## config.mk

```make
export PLATFORM = sky130hd
export DESIGN_NAME = ps2_wheel_mouse_packet_decoder_flat
export DESIGN_NICKNAME = d
export VERILOG_FILES = /design/src/design/ps2wm_pkg.sv /design/src/design/ps2wm_intf.sv /design/src/design/ps2wm_assembler.sv /design/src/design/ps2wm_cursor.sv /design/src/design/ps2_wheel_mouse_packet_decoder.sv /design/src/flat_wrapper.sv
export SDC_FILE = /design/constraint.sdc
export NUM_CORES = 1
export LEC_CHECK = 0
export BUFFER_PORTS_ARGS = -buffer_cell sky130_fd_sc_hd__buf_4
export CAP_MARGIN = 0
export CORE_ASPECT_RATIO = 1.5
export CORE_MARGIN = 8
export CORE_UTILIZATION = 63
export DETAILED_ROUTE_END_ITERATION = 8
export HOLD_SLACK_MARGIN = 0.03
export PLACE_DENSITY = 0.83
export SLEW_MARGIN = 40
export SYNTH_ARGS = -nofsm -noshare
export SYNTH_HDL_FRONTEND = slang
export SYNTH_SLANG_ARGS = --single-unit
```

## constraint.sdc

```tcl
create_clock -name clk -period 10.6 [get_ports clk]
set_clock_uncertainty 0.1 [all_clocks]
set_input_delay 0.53 -clock clk [delete_from_list [all_inputs] [get_ports clk]]
set_output_delay 0.53 -clock clk [all_outputs]
set_load 0.1 [all_outputs]
```

## src/design/ps2wm_pkg.sv

```systemverilog
`default_nettype none
// ----------------------------------------------------------------------------
// PS/2 wheel-mouse decoder package
// Shared widths, register indexes, beat payload types and the clamp function.
// ----------------------------------------------------------------------------
package ps2wm_pkg;

  localparam int POS_BITS   = 13;
  localparam int LIMIT_BITS = 14;
  localparam int CALC_BITS  = ((POS_BITS > LIMIT_BITS) ? POS_BITS : LIMIT_BITS) + 2;

  localparam logic [POS_BITS-1:0]   RESET_X = POS_BITS'(512);
  localparam logic [POS_BITS-1:0]   RESET_Y = POS_BITS'(384);
  localparam logic [POS_BITS-1:0]   POS_MAX = {POS_BITS{1'b1}};
  localparam logic [LIMIT_BITS-1:0] RESET_WIDTH  = LIMIT_BITS'(1024);
  localparam logic [LIMIT_BITS-1:0] RESET_HEIGHT = LIMIT_BITS'(768);

  localparam logic [7:0] SYNC_BIT      = 8'h08;
  localparam logic [7:0] OVERFLOW_BITS = 8'hC0;
  localparam logic [7:0] BUTTON_MASK   = 8'h07;
  localparam logic [1:0] LAST_BYTE_POS = 2'd3;

  localparam logic [1:0] REG_SCREEN_WIDTH  = 2'd0;
  localparam logic [1:0] REG_SCREEN_HEIGHT = 2'd1;
  localparam logic [1:0] REG_WHEEL_MODE    = 2'd2;

  typedef struct packed {
    logic [LIMIT_BITS-1:0] screen_width;
    logic [LIMIT_BITS-1:0] screen_height;
    logic                  wheel_mode;
  } cfg_t;

  // A complete packet without overflow, presented for one cycle.
  typedef struct packed {
    logic        valid;
    logic [2:0]  buttons;
    logic [7:0]  dx;
    logic [7:0]  dy;
    logic [7:0]  wheel;
  } pkt_t;

  typedef struct packed {
    logic [POS_BITS-1:0] cursor_x;
    logic [POS_BITS-1:0] cursor_y;
    logic signed [7:0]   delta_x;
    logic signed [7:0]   delta_y;
    logic [2:0]          button_bits;
    logic                moved_flag;
    logic                button_change_flag;
    logic                wheel_flag;
    logic signed [7:0]   wheel_delta;
    logic [31:0]         event_number;
  } event_t;

  // Clamp to zero, below the limit (zero means none) and to the field top.
  function automatic logic [POS_BITS-1:0] clamp_pos(
    input logic signed [CALC_BITS-1:0] v,
    input logic [LIMIT_BITS-1:0]       limit
  );
    logic signed [CALC_BITS-1:0] r;
    logic signed [CALC_BITS-1:0] lim;
    logic signed [CALC_BITS-1:0] top;
    lim = $signed({{(CALC_BITS-LIMIT_BITS){1'b0}}, limit});
    top = $signed({{(CALC_BITS-POS_BITS){1'b0}}, POS_MAX});
    r = v;
    if (r < 0) begin
      r = '0;
    end
    if ((limit != '0) && (r >= lim)) begin
      r = lim - CALC_BITS'(1);
    end
    if (r > top) begin
      r = top;
    end
    return r[POS_BITS-1:0];
  endfunction

endpackage
`default_nettype wire

```

## src/design/ps2wm_intf.sv

```systemverilog
`default_nettype none
// ----------------------------------------------------------------------------
// PS/2 wheel-mouse decoder channels
// Byte channel from the mouse port and event channel to the consumer.
// ----------------------------------------------------------------------------
interface ps2wm_byte_if;
  logic       valid;
  logic       ready;
  logic [7:0] rx_byte;

  modport source (output valid, output rx_byte, input ready);
  modport sink (input valid, input rx_byte, output ready);
endinterface

interface ps2wm_event_if;
  import ps2wm_pkg::*;
  logic   valid;
  logic   ready;
  event_t payload;

  modport source (output valid, output payload, input ready);
  modport sink (input valid, input payload, output ready);
endinterface
`default_nettype wire

```

## src/design/ps2wm_assembler.sv

```systemverilog
`default_nettype none
// ----------------------------------------------------------------------------
// PS/2 wheel-mouse packet assembler
// Registers each byte beat, tracks the byte position and holds the first
// three bytes; flags a complete packet that has no overflow bit set.
// ----------------------------------------------------------------------------
module ps2wm_assembler (
  input  wire logic           clk,
  input  wire logic           rst,
  ps2wm_byte_if.sink          rx,
  input  wire logic           room,
  output ps2wm_pkg::pkt_t     pkt
);
  import ps2wm_pkg::*;

  logic       hold_valid;
  logic [7:0] hold_byte;
  logic [1:0] byte_position;
  logic [7:0] held_bytes [3];
  logic       fire;
  logic       sync_ok;

  assign fire     = hold_valid && room;
  assign rx.ready = !hold_valid || room;
  assign sync_ok  = (hold_byte & SYNC_BIT) != 8'h00;

  always_ff @(posedge clk) begin
    if (rst) begin
      hold_valid <= 1'b0;
    end else if (rx.ready) begin
      hold_valid <= rx.valid;
    end
    if (rx.ready && rx.valid) begin
      hold_byte <= rx.rx_byte;
    end
  end

  always_ff @(posedge clk) begin
    if (rst) begin
      byte_position <= '0;
    end else if (fire && ((byte_position != 2'd0) || sync_ok)) begin
      byte_position <= byte_position + 2'd1;
    end
  end

  always_ff @(posedge clk) begin
    if (fire && (byte_position != LAST_BYTE_POS) && ((byte_position != 2'd0) || sync_ok)) begin
      held_bytes[byte_position] <= hold_byte;
    end
  end

  always_comb begin
    pkt.valid   = fire && (byte_position == LAST_BYTE_POS) &&
                  ((held_bytes[0] & OVERFLOW_BITS) == 8'h00);
    pkt.buttons = held_bytes[0][2:0] & BUTTON_MASK[2:0];
    pkt.dx      = held_bytes[1];
    pkt.dy      = held_bytes[2];
    pkt.wheel   = hold_byte;
  end

endmodule
`default_nettype wire

```

## src/design/ps2wm_cursor.sv

```systemverilog
`default_nettype none
// ----------------------------------------------------------------------------
// PS/2 wheel-mouse cursor and event stage
// Applies a good packet to the clamped cursor, tracks buttons and the event
// count, and holds the event in the output register until it is taken.
// ----------------------------------------------------------------------------
module ps2wm_cursor (
  input  wire logic       clk,
  input  wire logic       rst,
  input  wire ps2wm_pkg::cfg_t cfg,
  input  wire ps2wm_pkg::pkt_t pkt,
  output logic            room,
  ps2wm_event_if.source   evt
);
  import ps2wm_pkg::*;

  logic [POS_BITS-1:0]  pos_x;
  logic [POS_BITS-1:0]  pos_y;
  logic [2:0]           last_buttons;
  logic [31:0]          event_count;
  logic                 out_valid;
  event_t               out_evt;
  event_t               evt_next;
  logic [POS_BITS-1:0]  pos_x_next;
  logic [POS_BITS-1:0]  pos_y_next;
  logic signed [CALC_BITS-1:0] sum_x;
  logic signed [CALC_BITS-1:0] sum_y;
  logic [7:0]           wheel;

  assign room        = !out_valid || evt.ready;
  assign evt.valid   = out_valid;
  assign evt.payload = out_evt;

  always_comb begin
    // y grows downward, so the packet's up-positive dy is subtracted.
    sum_x = $signed({{(CALC_BITS-POS_BITS){1'b0}}, pos_x}) +
            $signed({{(CALC_BITS-8){pkt.dx[7]}}, pkt.dx});
    sum_y = $signed({{(CALC_BITS-POS_BITS){1'b0}}, pos_y}) -
            $signed({{(CALC_BITS-8){pkt.dy[7]}}, pkt.dy});
    pos_x_next = clamp_pos(sum_x, cfg.screen_width);
    pos_y_next = clamp_pos(sum_y, cfg.screen_height);
    wheel      = cfg.wheel_mode ? pkt.wheel : 8'h00;

    evt_next.cursor_x           = pos_x_next;
    evt_next.cursor_y           = pos_y_next;
    evt_next.delta_x            = $signed(pkt.dx);
    evt_next.delta_y            = $signed(pkt.dy);
    evt_next.button_bits        = pkt.buttons;
    evt_next.moved_flag         = (pkt.dx != 8'h00) || (pkt.dy != 8'h00);
    evt_next.button_change_flag = pkt.buttons != last_buttons;
    evt_next.wheel_flag         = wheel != 8'h00;
    evt_next.wheel_delta        = $signed(wheel);
    evt_next.event_number       = event_count;
  end

  always_ff @(posedge clk) begin
    if (rst) begin
      pos_x        <= RESET_X;
      pos_y        <= RESET_Y;
      last_buttons <= '0;
      event_count  <= '0;
      out_valid    <= 1'b0;
    end else begin
      if (pkt.valid) begin
        pos_x        <= pos_x_next;
        pos_y        <= pos_y_next;
        last_buttons <= pkt.buttons;
        event_count  <= event_count + 32'd1;
        out_valid    <= 1'b1;
      end else if (evt.ready) begin
        out_valid    <= 1'b0;
      end
    end
  end

  always_ff @(posedge clk) begin
    if (pkt.valid) begin
      out_evt <= evt_next;
    end
  end

  a_x_in_range: assert property (@(posedge clk) disable iff (rst)
    out_valid && (cfg.screen_width != '0) |->
      ({{(LIMIT_BITS+1){1'b0}}, out_evt.cursor_x} < {{(POS_BITS+1){1'b0}}, cfg.screen_width}))
    else $error("cursor_x at or beyond screen width");

  a_y_in_range: assert property (@(posedge clk) disable iff (rst)
    out_valid && (cfg.screen_height != '0) |->
      ({{(LIMIT_BITS+1){1'b0}}, out_evt.cursor_y} < {{(POS_BITS+1){1'b0}}, cfg.screen_height}))
    else $error("cursor_y at or beyond screen height");

  a_buttons_tracked: assert property (@(posedge clk) disable iff (rst)
    out_valid |-> (out_evt.button_bits == last_buttons))
    else $error("held event buttons differ from tracked buttons");

  a_count_step: assert property (@(posedge clk) disable iff (rst)
    out_valid |-> (out_evt.event_number + 32'd1 == event_count))
    else $error("event number out of step with event count");

  a_no_overwrite: assert property (@(posedge clk) disable iff (rst)
    pkt.valid |-> room)
    else $error("packet loaded while the event register is full");

endmodule
`default_nettype wire

```

## src/design/ps2_wheel_mouse_packet_decoder.sv

```systemverilog
`default_nettype none
// ----------------------------------------------------------------------------
// PS/2 wheel-mouse packet decoder
// Assembles 4-byte wheel-mouse packets and emits clamped cursor events.
// ----------------------------------------------------------------------------
// Path: the fourth byte beat is taken into the byte register, and its event
// is loaded into the event register once that register has room.
// Throughput: one byte beat per cycle; the byte and event registers stall
// only while the event register is full and not being taken.
// Reset (synchronous): cursor 512/384, buttons and event count cleared,
// packet assembly restarts, limits 1024 by 768, wheel enabled.
module ps2_wheel_mouse_packet_decoder (
  input  wire logic        clk,
  input  wire logic        rst,
  input  wire logic        cfg_we,
  input  wire logic [1:0]  cfg_index,
  input  wire logic [ps2wm_pkg::LIMIT_BITS-1:0] cfg_data,
  ps2wm_byte_if.sink       rx,
  ps2wm_event_if.source    evt
);
  import ps2wm_pkg::*;

  cfg_t cfg;
  pkt_t pkt;
  logic room;

  always_ff @(posedge clk) begin
    if (rst) begin
      cfg.screen_width  <= RESET_WIDTH;
      cfg.screen_height <= RESET_HEIGHT;
      cfg.wheel_mode    <= 1'b1;
    end else if (cfg_we) begin
      unique case (cfg_index)
        REG_SCREEN_WIDTH:  cfg.screen_width  <= cfg_data;
        REG_SCREEN_HEIGHT: cfg.screen_height <= cfg_data;
        REG_WHEEL_MODE:    cfg.wheel_mode    <= cfg_data[0];
        default: ;
      endcase
    end
  end

  ps2wm_assembler u_assembler (
    .clk  (clk),
    .rst  (rst),
    .rx   (rx),
    .room (room),
    .pkt  (pkt)
  );

  ps2wm_cursor u_cursor (
    .clk  (clk),
    .rst  (rst),
    .cfg  (cfg),
    .pkt  (pkt),
    .room (room),
    .evt  (evt)
  );

endmodule
`default_nettype wire

```

## src/flat_wrapper.sv

```systemverilog
// flat-port wrapper written by rule: the top's interface ports become plain ports
module ps2_wheel_mouse_packet_decoder_flat import ps2wm_pkg::*;
  (clk, rst, cfg_we, cfg_index, cfg_data, rx_valid, rx_rx_byte, rx_ready, evt_valid, evt_payload, evt_ready);
  ps2wm_byte_if rx_i ();
  ps2wm_event_if evt_i ();
  input  wire logic clk;
  input  wire logic rst;
  input  wire logic cfg_we;
  input  wire logic [1:0] cfg_index;
  input  wire logic [ps2wm_pkg::LIMIT_BITS-1:0] cfg_data;
  input wire logic [$bits(rx_i.valid)-1:0] rx_valid;
  input wire logic [$bits(rx_i.rx_byte)-1:0] rx_rx_byte;
  output wire logic [$bits(rx_i.ready)-1:0] rx_ready;
  output wire logic [$bits(evt_i.valid)-1:0] evt_valid;
  output wire logic [$bits(evt_i.payload)-1:0] evt_payload;
  input wire logic [$bits(evt_i.ready)-1:0] evt_ready;
  assign rx_i.valid = rx_valid;
  assign rx_i.rx_byte = rx_rx_byte;
  assign rx_ready = rx_i.ready;
  assign evt_valid = evt_i.valid;
  assign evt_payload = evt_i.payload;
  assign evt_i.ready = evt_ready;
  ps2_wheel_mouse_packet_decoder u_core (.clk(clk), .rst(rst), .cfg_we(cfg_we), .cfg_index(cfg_index), .cfg_data(cfg_data), .rx(rx_i), .evt(evt_i));
endmodule
```

==> summary.md, run 1 <==
| Metric | Value |
|---|---|
| Power density cells | `139.2 nW/um2` |
| Setup crit end kind | `register` |
| RSZ-0062 raised after global routing | `false` |
| Final Hold Vio Count | `0` |
| Die Ht | `173.9 um` |
| CP Data Required Time | `around 11 ns` |
| Fmax | `181.5 MHz` |
| CTS tree | `done` |
| Worst-path fanout max | `18` |
| Drc violations | `0` |
| Mapped Area | `10470 um2` |
| WP buf/inv | `1` |
| Switching share of total power | `22.98%` |
| Cts bufs inserted | `20` |
| Hold WC Path Type | `in -> reg` |
| Initial Util | `64.38%` |
| WL final | `26950 um` |
| Die width | `121.3 um` |
| Commonest cells after routing, fill and taps aside | `buf_4, edfxtp_1, nor2_1` |
| Hold_buf cts | `0` |
| Clk pwr share | `41.4%` |
| Final setup fails | `0` |
| Final non-filler cell total | `1348` |
| Combinational Power Share | `between 6 and 7%` |
| Area Overhead vs Synth | `16.28%` |
| Met2 GRT Util | `45.85%` |
| Congestion Overflow GR | `0` |
| Pre-CTS WS | `4.939 ns` |
| Clk sinks | `211` |
| Worst stage delay on the critical path | `0.61 ns` |
| Critical path, cell by cell | `ha_1 > fa_1 > a211oi_1 > o21ai_1 > nand3_1 > nand3b_1 > xor2_2 > or3b_1 > inv_1 > ha_1 > a21o_1 > a21oi_1 > nor2_1 > a2111oi_0 > o31ai_1 > nand2_1 > nand3_1 > o221a_2` |
| Power share of the sequential group | `52.0%` |
| GP Congestion | `between 0.9 and 1` |
| Worst skew pair latency | `~0.50 ns` |
| Number of max-cap violations | `0` |
| Startpoint types | `register` |
| Final WS setup | `5.089 ns` |
| Layout cell share with drive strength beyond 1 | `around 16%` |
| Post-synthesis sequential area ratio | `between 50% and 60%` |
| Flops & latches, synth | `211` |
| Post-synth ARST share | `0%` |
| Syn nets | `1111` |
| Drt first pass iters | `6` |
| Routed vias | `8098` |
| Netlist cell types | `between 60 and 70` |
| Number of diodes | `0` |
| Post-DP HPWL | `roughly 19000 um` |
| Nets | `1222` |
| Clock Path Buffers | `3` |
| Final Cycle Share | `approximately half` |
| Via-per-instance ratio | `between 6 and 7` |
| Worst-Margin Slew | `about 0.86 ns` |
| Gr busiest metal | `met2` |
| Rows | `57` |
| Core outline area | `around 16000 um2` |
| Post-route cell area | `12170 um2` |
| Tmin final | `~5.5 ns` |
| Port Buffers | `approximately 120` |
| Tot Pwr | `approximately 1.7 mW` |
| Initial drt markers | `724` |
| GRT Util Overall | `25.26%` |
| Ys flop type | `edfxtp_1` |
| Avg Inst Size Synth | `10.29 um2` |
| Cells after Synth | `between 1000 and 1500` |
| Synth warnings | `0` |
| Die Area | `21080 um2` |
| Leak Pwr | `4.923 nW` |
| Post-CTS Setup Bufs | `0` |
| Initial antenna violation count | `0` |
| Commonest non-fill, non-tap cell in the layout | `buf_4` |
| I/O Pins | `119` |
| Root Driver | `clkbuf_16` |
| Worst hold slack | `approximately 0.10 ns` |
| Dpl cell area | `11510 um2` |
| CTS clk-pin slew, worst paths | `0.07 ns` |
| Global-route wire length before repair | `42850 um` |
| Critical path class | `reg -> reg` |
| Worst Path Arrival | `5.80 ns` |
| Outcome | `finished, final reports clean` |
| Final design utilization | `74.86%` |
| Slowest CP cell | `nand2_1` |
| Cell Int Power | `1.305 mW` |
| Post-CTS sizing | `0` |
| Post-synth EDFFs | `117` |
| Fill count | `between 1000 and 1500` |
| WL per Instance | `19.99 um` |
| Routed Antenna Nets | `0` |
| Headroom to the max-slew limit | `42.45%` |
| Largest net degree at the start of global routing | `97` |
| Vias in the first global route | `approximately 8400` |
| M1 GR Usage | `27.37%` |
| Setup TNS | `0 ns` |
| Cells after DPL | `1311` |
| Crit-path leading delay family | `compound AO/OA/AOI/OAI gates` |
| M3 GR Usage | `4.108%` |
| Max IR drop VDD | `0.0001453 V` |
| P_sw | `389.4 uW` |
| CTS H-Tree Depth | `1` |
| Max Transition Viols Final | `0` |
worst register-to-register path: stages (launching register included):
cell and delay [ns]:
edfxtp_1 0.42, ha_1 0.23, fa_1 0.43, a211oi_1 0.33, o21ai_1 0.22, nand3_1 0.13, nand3b_1 0.12, xor2_2 0.47
or3b_1 0.22, inv_1 0.04, ha_1 0.28, a21o_1 0.18, a21oi_1 0.16, nor2_1 0.06, a2111oi_0 0.36, o31ai_1 0.16
nand2_1 0.61, nand3_1 0.49, o221a_2 0.39
kinds of logic after synthesis:
group / count (synthesis) / synth area share, %
and+or+nand+nor: 376 / 17.27
muxes: 21 / 2.103
DFF: 211 / 51.54
AOI/OAI and AO/OA: 183 / 11.94
adders and majority gates: 65 / 7.912
xor gates and xnor gates: 70 / 5.856
buffers and inverters: 91 / 3.382
routing by layer:
layer / wire [um] / vias to the layer above
li1: - / 3846
met3: 1655 / 96
met5: 0 / -
met2: 14240 / 321
met1: 9795 / 3835
met4: 1258 / 0
final timing paths:
path                                            start  slack (ns)  depth (start not counted)                         endpoint
setup / recovery  u_core.u_assembler.held_bytes[1][0]        5.09                         18        u_core.u_cursor.pos_x[10]
hold / removal                          rx_rx_byte[6]        0.10                          1  u_core.u_assembler.hold_byte[6]
setup reg to reg  u_core.u_assembler.held_bytes[1][0]        5.09                         18        u_core.u_cursor.pos_x[10]
hold reg to reg       u_core.u_cursor.event_count[31]        0.36                          0  u_core.u_cursor.evt.payload[31]
area by class of cell:
class / instances / area (um2) / area share (%)
sequential: 211 / 5395 / 44.32
multi-input combinational: 715 / 4727 / 38.83
timing repair buffer: 123 / 939.7 / 7.719
clock buffer: 25 / 539.3 / 4.430
tap: 206 / 257.7 / 2.117
inverter: 57 / 216.5 / 1.778
clock inverter: 11 / 97.59 / 0.8017
cell usage after synthesis (all sizes together) (14+ instances only):
cell type  count  area [um2]
edfxtp       117        3513
nor2         115       431.7
nand2        106       397.9
dfxtp         94        1882
a21oi         69       345.3
ha            63       788.3
inv           57       214.0
xnor2         39       341.6
xor2          31       271.5
nand3         27       135.1
clkbuf        25       93.84
nor3          22       115.1
o21ai         22       110.1
and2          16       100.1
mux2i         16       160.2
a21o          15       112.6
nor4          14       108.9
state kept, by name (all words and copies together) (netlist names):
signal / flops
u_core.cfg: 29
u_core.u_assembler.byte_position: 2
u_core.u_assembler.held_bytes: 21
u_core.u_assembler.hold_byte: 8
u_core.u_assembler.hold_valid: 1
u_core.u_cursor.event_count: 32
u_core.u_cursor.evt.payload: 88
u_core.u_cursor.evt.valid: 1
u_core.u_cursor.last_buttons: 3
u_core.u_cursor.pos_x: 13
u_core.u_cursor.pos_y: 13
power by group through the flow:
stage               Clock [mW]  Sequential, mW  Combinational (mW)
finish                   0.701           0.882               0.111
global route             0.739           0.882               0.121
CTS                      0.708           0.882               0.110
detailed placement           0           0.900               0.108
global placement             0           0.899               0.105
floorplan                    0           0.895              0.0762
Power figures use the tool's default switching activity.
==> run 2: changes to the inputs <==
--- a/config.mk
+++ b/config.mk
@@ -9,10 +9,10 @@
 export CAP_MARGIN = 0
 export CORE_ASPECT_RATIO = 1.5
 export CORE_MARGIN = 8
-export CORE_UTILIZATION = 63
+export CORE_UTILIZATION = 59
 export DETAILED_ROUTE_END_ITERATION = 8
 export HOLD_SLACK_MARGIN = 0.03
-export PLACE_DENSITY = 0.83
+export PLACE_DENSITY = 0.78
 export SLEW_MARGIN = 40
 export SYNTH_ARGS = -nofsm -noshare
 export SYNTH_HDL_FRONTEND = slang
==> constraint.sdc (replaced) <==
create_clock -name clk -period 5.38 [get_ports clk]
set_clock_uncertainty 0.1 [all_clocks]
set_input_delay 0.269 -clock clk [delete_from_list [all_inputs] [get_ports clk]]
set_output_delay 0.269 -clock clk [all_outputs]
set_load 0.1 [all_outputs]
==> summary.md, run 2 (synthesis results as in run 1) <==
| Metric | Value |
|---|---|
| Cts bufs inserted | `21 (was 20)` |
| Hold WC Path Type | `in -> reg (unchanged)` |
| Setup crit end kind | `register (unchanged)` |
| Number of max-cap violations | `0 (unchanged)` |
| Worst skew pair latency | `0.50 ns (about the same)` |
| Initial Util | `60.35% (was 64.38%)` |
| Max Transition Viols Final | `0 (unchanged)` |
| GP Congestion | `0.9573 (was 0.9628)` |
| RR Endpoint | `u_core.u_cursor.pos_y[7] (was u_core.u_cursor.pos_x[10])` |
| Routed Antenna Nets | `0 (unchanged)` |
| Drc violations | `0 (unchanged)` |
| Setup TNS | `0 ns (unchanged)` |
| Power density cells | `267.6 nW/um2 (was 139.2 nW/um2)` |
| Final design utilization | `71.94% (was 74.86%)` |
| Vias in the first global route | `8178 (was 8370)` |
| Worst-Margin Slew | `0.7860 ns (was 0.8553 ns)` |
| RSZ-0062 raised after global routing | `false (unchanged)` |
| Fmax | `200.9 MHz (was 181.5 MHz)` |
| CTS H-Tree Depth | `1 (unchanged)` |
| Die width | `124.8 um (was 121.3 um)` |
| Number of diodes | `0 (unchanged)` |
| Switching share of total power | `22.24% (was 22.98%)` |
| WL per Instance | `19.27 um (was 19.99 um)` |
| Clk sinks | `211 (unchanged)` |
| Die Ht | `179.1 um (was 173.9 um)` |
| Fill count | `1280 (was 1152)` |
| Critical path class | `reg -> reg (unchanged)` |
| Worst hold path depth | `4 (was 1)` |
| CTS clk-pin slew, worst paths | `0.07 ns (about the same)` |
| Headroom to the max-slew limit | `47.60% (was 42.45%)` |
| Final Hold Vio Count | `0 (unchanged)` |
| CP Data Required Time | `5.67 ns (was 10.89 ns)` |
| Layout cell share with drive strength beyond 1 | `15.53% (was 15.76%)` |
| Cells on worst reg2reg path | `16 (was 18)` |
| Worst Path Arrival | `5.26 ns (was 5.80 ns)` |
| Via-per-instance ratio | `5.883 (was 6.007)` |
| Register area | `5395 um2 (unchanged)` |
| Post-DP HPWL | `19180 um (was 19330 um)` |
| Port Buffers | `118 (unchanged)` |
| Worst hold slack | `0.05878 ns (was 0.1034 ns)` |
| Multi-input gate area | `4720 um2 (was 4727 um2)` |
| Rows | `59 (was 57)` |
| FF-to-FF Start | `u_core.u_assembler.held_bytes[2][7] (was u_core.u_assembler.held_bytes[1][0])` |
| Drt first pass iters | `6 (unchanged)` |
| Final setup fails | `0 (unchanged)` |
| Max IR drop VDD | `0.0003057 V (was 0.0001453 V)` |
| Cell Int Power | `2.597 mW (was 1.305 mW)` |
| Clock Path Buffers | `3 (unchanged)` |
| CTS tree | `done (unchanged)` |
| Final non-filler cell total | `1391 (was 1348)` |
| Clk pwr share | `41.0% (was 41.4%)` |
| Largest net degree at the start of global routing | `75 (was 97)` |
| Core outline area | `17350 um2 (was 16260 um2)` |
| I/O Pins | `119 (unchanged)` |
| Die Area | `22350 um2 (was 21080 um2)` |
| Hold Startpoint | `cfg_index[1] (was rx_rx_byte[6])` |
| WHS Endpoint | `u_core.cfg[0] (was u_core.u_assembler.hold_byte[6])` |
| Congestion Overflow GR | `0 (unchanged)` |
| Setup slack, reg-to-reg | `0.40 ns (was 5.09 ns)` |
| Worst-path fanout max | `16 (was 18)` |
| GRT Util Overall | `23.17% (was 25.26%)` |
| Combinational Power Share | `7.0% (was 6.6%)` |
| P_sw | `742.7 uW (was 389.4 uW)` |
| Initial drt markers | `468 (was 724)` |
| Routed vias | `8183 (was 8098)` |
| Area Overhead vs Synth | `19.21% (was 16.28%)` |
| Tmin final | `4.976 ns (was 5.511 ns)` |
| WL final | `26800 um (was 26950 um)` |
| Root Driver | `clkbuf_16 (unchanged)` |
| Leak Pwr | `5.068 nW (was 4.923 nW)` |
| Global-route wire length before repair | `42000 um (was 42850 um)` |
| Commonest cells after routing, fill and taps aside | `buf_4, edfxtp_1, nor2_1 (unchanged)` |
| Startpoint types | `register (unchanged)` |
| Max FFs per register | `88 (unchanged)` |
| Nets | `1257 (was 1222)` |
| Final Cycle Share | `92.50% (was 51.99%)` |
| Commonest non-fill, non-tap cell in the layout | `buf_4 (unchanged)` |
| Initial antenna violation count | `0 (unchanged)` |
| Outcome | `finished, final reports clean (unchanged)` |
| Cells after DPL | `1328 (was 1311)` |
| Power share of the sequential group | `52.0% (about the same)` |
## run 2: cell count changes in the layout (fill, tap and decap cells not counted), sizes merged
cell	change
dlygate4sd3	+25
buf	+9
clkbuf	+7
bufinv	-1
clkinv	-2
clkinvlp	-2
## run 2: layer usage
layer	vias up	GRT usage (%)	routed length, um
met5	-	0	0
met4	0	10.78	1088
met3	78	3.936	1382
met2	271	44.53	14410
met1	3924	23.99	9921
li1	3910	-	-
## run 2: layout make-up
class / count / area share (%)
Inverter: 57 / 1.735
Sequential cell: 211 / 43.23
Clock inverter: 6 / 0.2306
Clock buffer: 32 / 4.873
Multi-Input combinational cell: 715 / 37.82
Timing Repair Buffer: 157 / 9.976
Tap cell: 213 / 2.136
## run 2: worst max-delay path, stage by stage (launching register included)
cell and delay [ns]:
edfxtp_1 0.38, inv_1 0.25, ha_1 0.37, a211oi_1 0.28, o211ai_1 0.12, a31oi_1 0.32
nand3_1 0.28, and2_1 0.29, and3_1 0.19, ha_1 0.27, o21ai_0 0.07, o211a_1 0.23
o31ai_1 0.46, o41ai_4 0.29, mux2_4 0.45, a211o_1 0.26, o31a_1 0.24
## run 2: how the worst max path moves through the flow
stage / startpoint / to / cells past startpoint
6_report: u_core.u_assembler.held_bytes[2][7] / u_core.u_cursor.pos_y[7] / 16
3_5_place_dp: u_core.u_assembler.held_bytes[2][7] / u_core.u_cursor.pos_y[7] / 16
5_1_grt: u_core.u_assembler.held_bytes[2][7] / u_core.u_cursor.pos_y[7] / 17
2_1_floorplan: u_core.u_cursor.evt.valid / u_core.u_cursor.pos_x[0] / 5
3_3_place_gp: u_core.u_assembler.held_bytes[2][0] / u_core.u_cursor.pos_y[7] / 17
4_1_cts: u_core.u_assembler.held_bytes[2][7] / u_core.u_cursor.pos_y[7] / 16
## run 2: power by group through the flow
stage	logic, mW	clock network, mW	registers (mW)
2_1_floorplan	0.150	0	1.76
3_3_place_gp	0.209	0	1.77
3_5_place_dp	0.212	0	1.77
4_1_cts	0.229	1.39	1.74
5_1_grt	0.251	1.45	1.74
6_report	0.233	1.37	1.74
## run 2: repair_timing
| action | in CTS | in global routing |
|---|---|---|
| gates resized for setup | 0 | 0 |
| buffers inserted | 0 | 0 |
| hold buffers | 25 | 0 |
| endpoints found under the hold margin | 39 | 0 |
## run 2: per-stage QoR
stage	setup slack (ns)	instance area [um2]	total power [mW]
after floorplan	0.8409	10470	1.914
after global placement	0.6455	11590	1.981
after detailed placement	0.5081	11590	1.985
after CTS	0.4690	12480	3.360
after global routing	0.03458	12480	3.442
final	0.4035	12480	3.340
==> run 3: changes to the inputs <==
--- a/config.mk
+++ b/config.mk
@@ -8,7 +8,7 @@
 export BUFFER_PORTS_ARGS = -buffer_cell sky130_fd_sc_hd__buf_4
 export CAP_MARGIN = 0
 export CORE_ASPECT_RATIO = 1.5
-export CORE_MARGIN = 8
+export CORE_MARGIN = 1.5
 export CORE_UTILIZATION = 59
 export DETAILED_ROUTE_END_ITERATION = 8
 export HOLD_SLACK_MARGIN = 0.03
==> constraint.sdc (replaced) <==
create_clock -name clk -period 5.38 [get_ports clk]
set_clock_uncertainty 0.1 [all_clocks]
set_input_delay 0.538 -clock clk [delete_from_list [all_inputs] [get_ports clk]]
set_output_delay 0.538 -clock clk [all_outputs]
set_load 0.1 [all_outputs]
==> summary.md, run 3 (synthesis results as in run 1) <==
| Metric | Value |
|---|---|
| Core outline area | `17350 um2 (unchanged)` |
| CTS H-Tree Depth | `1 (unchanged)` |
| Power density cells | `265.0 nW/um2 (was 267.6 nW/um2)` |
| Port Buffers | `118 (unchanged)` |
| Routed Antenna Nets | `0 (unchanged)` |
| Final design utilization | `70.12% (was 71.94%)` |
| Post-DP HPWL | `18240 um (was 19180 um)` |
| Leak Pwr | `4.934 nW (was 5.068 nW)` |
| Worst-Margin Slew | `0.7584 ns (was 0.7860 ns)` |
| Outcome | `finished, final reports clean (unchanged)` |
| Setup crit end kind | `register (unchanged)` |
| Startpoint types | `register (unchanged)` |
| Drc violations | `0 (unchanged)` |
| Largest net degree at the start of global routing | `97 (was 75)` |
| Congestion Overflow GR | `0 (unchanged)` |
| Rows | `59 (unchanged)` |
| Vias in the first global route | `7849 (was 8178)` |
| Die Area | `18570 um2 (was 22350 um2)` |
| Commonest cells after routing, fill and taps aside | `buf_4, edfxtp_1, nor2_1 (unchanged)` |
| Clk sinks | `211 (unchanged)` |
| Number of max-cap violations | `0 (unchanged)` |
| Worst skew pair latency | `0.50 ns (about the same)` |
| Setup TNS | `0 ns (unchanged)` |
| Combinational Power Share | `6.7% (was 7.0%)` |
| Fill count | `1312 (was 1280)` |
| Final WS setup | `0.3985 ns (was 0.4035 ns)` |
| GP Congestion | `0.9957 (was 0.9573)` |
| Power share of the sequential group | `53.9% (was 52.0%)` |
| Number of diodes | `0 (unchanged)` |
| Clk pwr share | `39.4% (was 41.0%)` |
| CTS clk-pin slew, worst paths | `0.07 ns (about the same)` |
| I/O Pins | `119 (unchanged)` |
| Multi-input gate area | `4725 um2 (was 4720 um2)` |
| CP Data Required Time | `5.53 ns (was 5.67 ns)` |
| Cell Int Power | `2.503 mW (was 2.597 mW)` |
| Die width | `111.8 um (was 124.8 um)` |
| Initial antenna violation count | `0 (unchanged)` |
| Routed vias | `7975 (was 8183)` |
| Max IR drop VDD | `0.0003184 V (was 0.0003057 V)` |
| Final Hold Vio Count | `0 (unchanged)` |
| Final setup fails | `0 (unchanged)` |
| Pre-CTS WS | `0.3378 ns (was 0.5081 ns)` |
| RSZ-0062 raised after global routing | `false (unchanged)` |
| CTS tree | `done (unchanged)` |
| Via-per-instance ratio | `5.860 (was 5.883)` |
| WL per Instance | `18.54 um (was 19.27 um)` |
| Drt first pass iters | `5 (was 6)` |
| Tot Pwr | `3.223 mW (was 3.340 mW)` |
| Commonest non-fill, non-tap cell in the layout | `buf_4 (unchanged)` |
| Worst-path fanout max | `22 (was 16)` |
| P_sw | `720.1 uW (was 742.7 uW)` |
| Headroom to the max-slew limit | `48.97% (was 47.60%)` |
| Clock Path Buffers | `3 (unchanged)` |
| Initial drt markers | `549 (was 468)` |
| Worst Path Arrival | `5.13 ns (was 5.26 ns)` |
| GRT Util Overall | `26.67% (was 23.17%)` |
| Fmax | `200.7 MHz (was 200.9 MHz)` |
| Critical path class | `reg -> reg (unchanged)` |
| Cts bufs inserted | `19 (was 21)` |
| Layout cell share with drive strength beyond 1 | `15.94% (was 15.53%)` |
| Tmin final | `4.982 ns (was 4.976 ns)` |
| Global-route wire length before repair | `39640 um (was 42000 um)` |
| Switching share of total power | `22.34% (was 22.24%)` |
| Hold WC Path Type | `in -> reg (unchanged)` |
| Final Cycle Share | `92.59% (was 92.50%)` |
| Max Transition Viols Final | `0 (unchanged)` |
| Root Driver | `clkbuf_16 (unchanged)` |
| Post-CTS Setup Bufs | `0 (unchanged)` |
| Max FFs per register | `88 (unchanged)` |
| Initial Util | `60.35% (unchanged)` |
| Worst hold slack | `0.1248 ns (was 0.05878 ns)` |
| WL final | `25240 um (was 26800 um)` |
| Die Ht | `166.1 um (was 179.1 um)` |
| Area Overhead vs Synth | `16.19% (was 19.21%)` |
| Register area | `5395 um2 (unchanged)` |
| Nets | `1229 (was 1257)` |
## run 3: changes by cell type in the layout (fill, tap and decap cells not counted), moves of 2 or more
| cell | previous run | this run |
|---|---|---|
| clkinv_2 | 1 | 3 |
| dlygate4sd3_1 | 25 | 0 |
| buf_4 | 131 | 129 |
| clkinv_1 | 4 | 2 |
| clkbuf_16 | 22 | 19 |
| clkbuf_1 | 8 | 6 |
## run 3: worst paths after layout
| kind | slack [ns] | cells past startpoint | from | end |
|---|---|---|---|---|
| setup / recovery | 0.40 | 18 | u_core.u_assembler.held_bytes[2][7] | u_core.u_cursor.evt.payload[66] |
| hold / removal | 0.12 | 1 | rx_rx_byte[6] | u_core.u_assembler.hold_byte[6] |
| setup reg to reg | 0.40 | 18 | u_core.u_assembler.held_bytes[2][7] | u_core.u_cursor.evt.payload[66] |
| hold reg to reg | 0.36 | 2 | u_core.cfg[12] | u_core.cfg[12] |
## run 3: timing repair
action	4_1_cts	5_1_grt
hold buffers	0	0
endpoints found under the setup margin	0	2
resized for setup	0	1
## run 3: final cells by class
cell class | count | area share, %
multi-input cells | 715 | 38.84
inverters | 57 | 1.779
clock buffers | 28 | 4.433
well taps | 213 | 2.191
flip-flops and latches | 211 | 44.35
clock inverters | 6 | 0.2571
repair buffers | 131 | 8.146
## run 3: metal layers
layer | vias up | share of wire [%] | track usage, %
met5 | - | 0 | 0
met4 | 0 | 5.1 | 13.32
met3 | 94 | 5.0 | 4.453
met2 | 257 | 53 | 49.52
met1 | 3767 | 37 | 28.85
li1 | 3857 | - | -
## run 3: stage by stage
step           area (um2)  std cells
6_report            12160       1361
2_1_floorplan       10470       1017
4_1_cts             12160       1361
5_1_grt             12160       1361
3_3_place_gp        11580       1327
3_5_place_dp        11580       1327
## run 3: worst max-delay path, cell delays in order, from the launching register on
cell and delay (ns):
edfxtp_1 0.51, inv_1 0.28, ha_1 0.37, a211oi_1 0.29, o211ai_1 0.12, a31oi_1 0.32, nand3_1 0.30, and2_1 0.31
nand2_1 0.09, inv_1 0.04, ha_1 0.30, a21oi_1 0.15, o21ai_1 0.08, a221oi_1 0.29, o31ai_2 0.17, o41ai_4 0.09
buf_4 0.33, mux2_2 0.39, or2_1 0.20
## run 3: power groups by stage
| stage | Clock, mW | Sequential (mW) | Combinational, mW |
|---|---|---|---|
| 2_1_floorplan | 0 | 1.76 | 0.150 |
| 5_1_grt | 1.35 | 1.74 | 0.236 |
| 3_3_place_gp | 0 | 1.77 | 0.208 |
| 3_5_place_dp | 0 | 1.77 | 0.212 |
| 4_1_cts | 1.29 | 1.74 | 0.213 |
| 6_report | 1.27 | 1.74 | 0.215 |
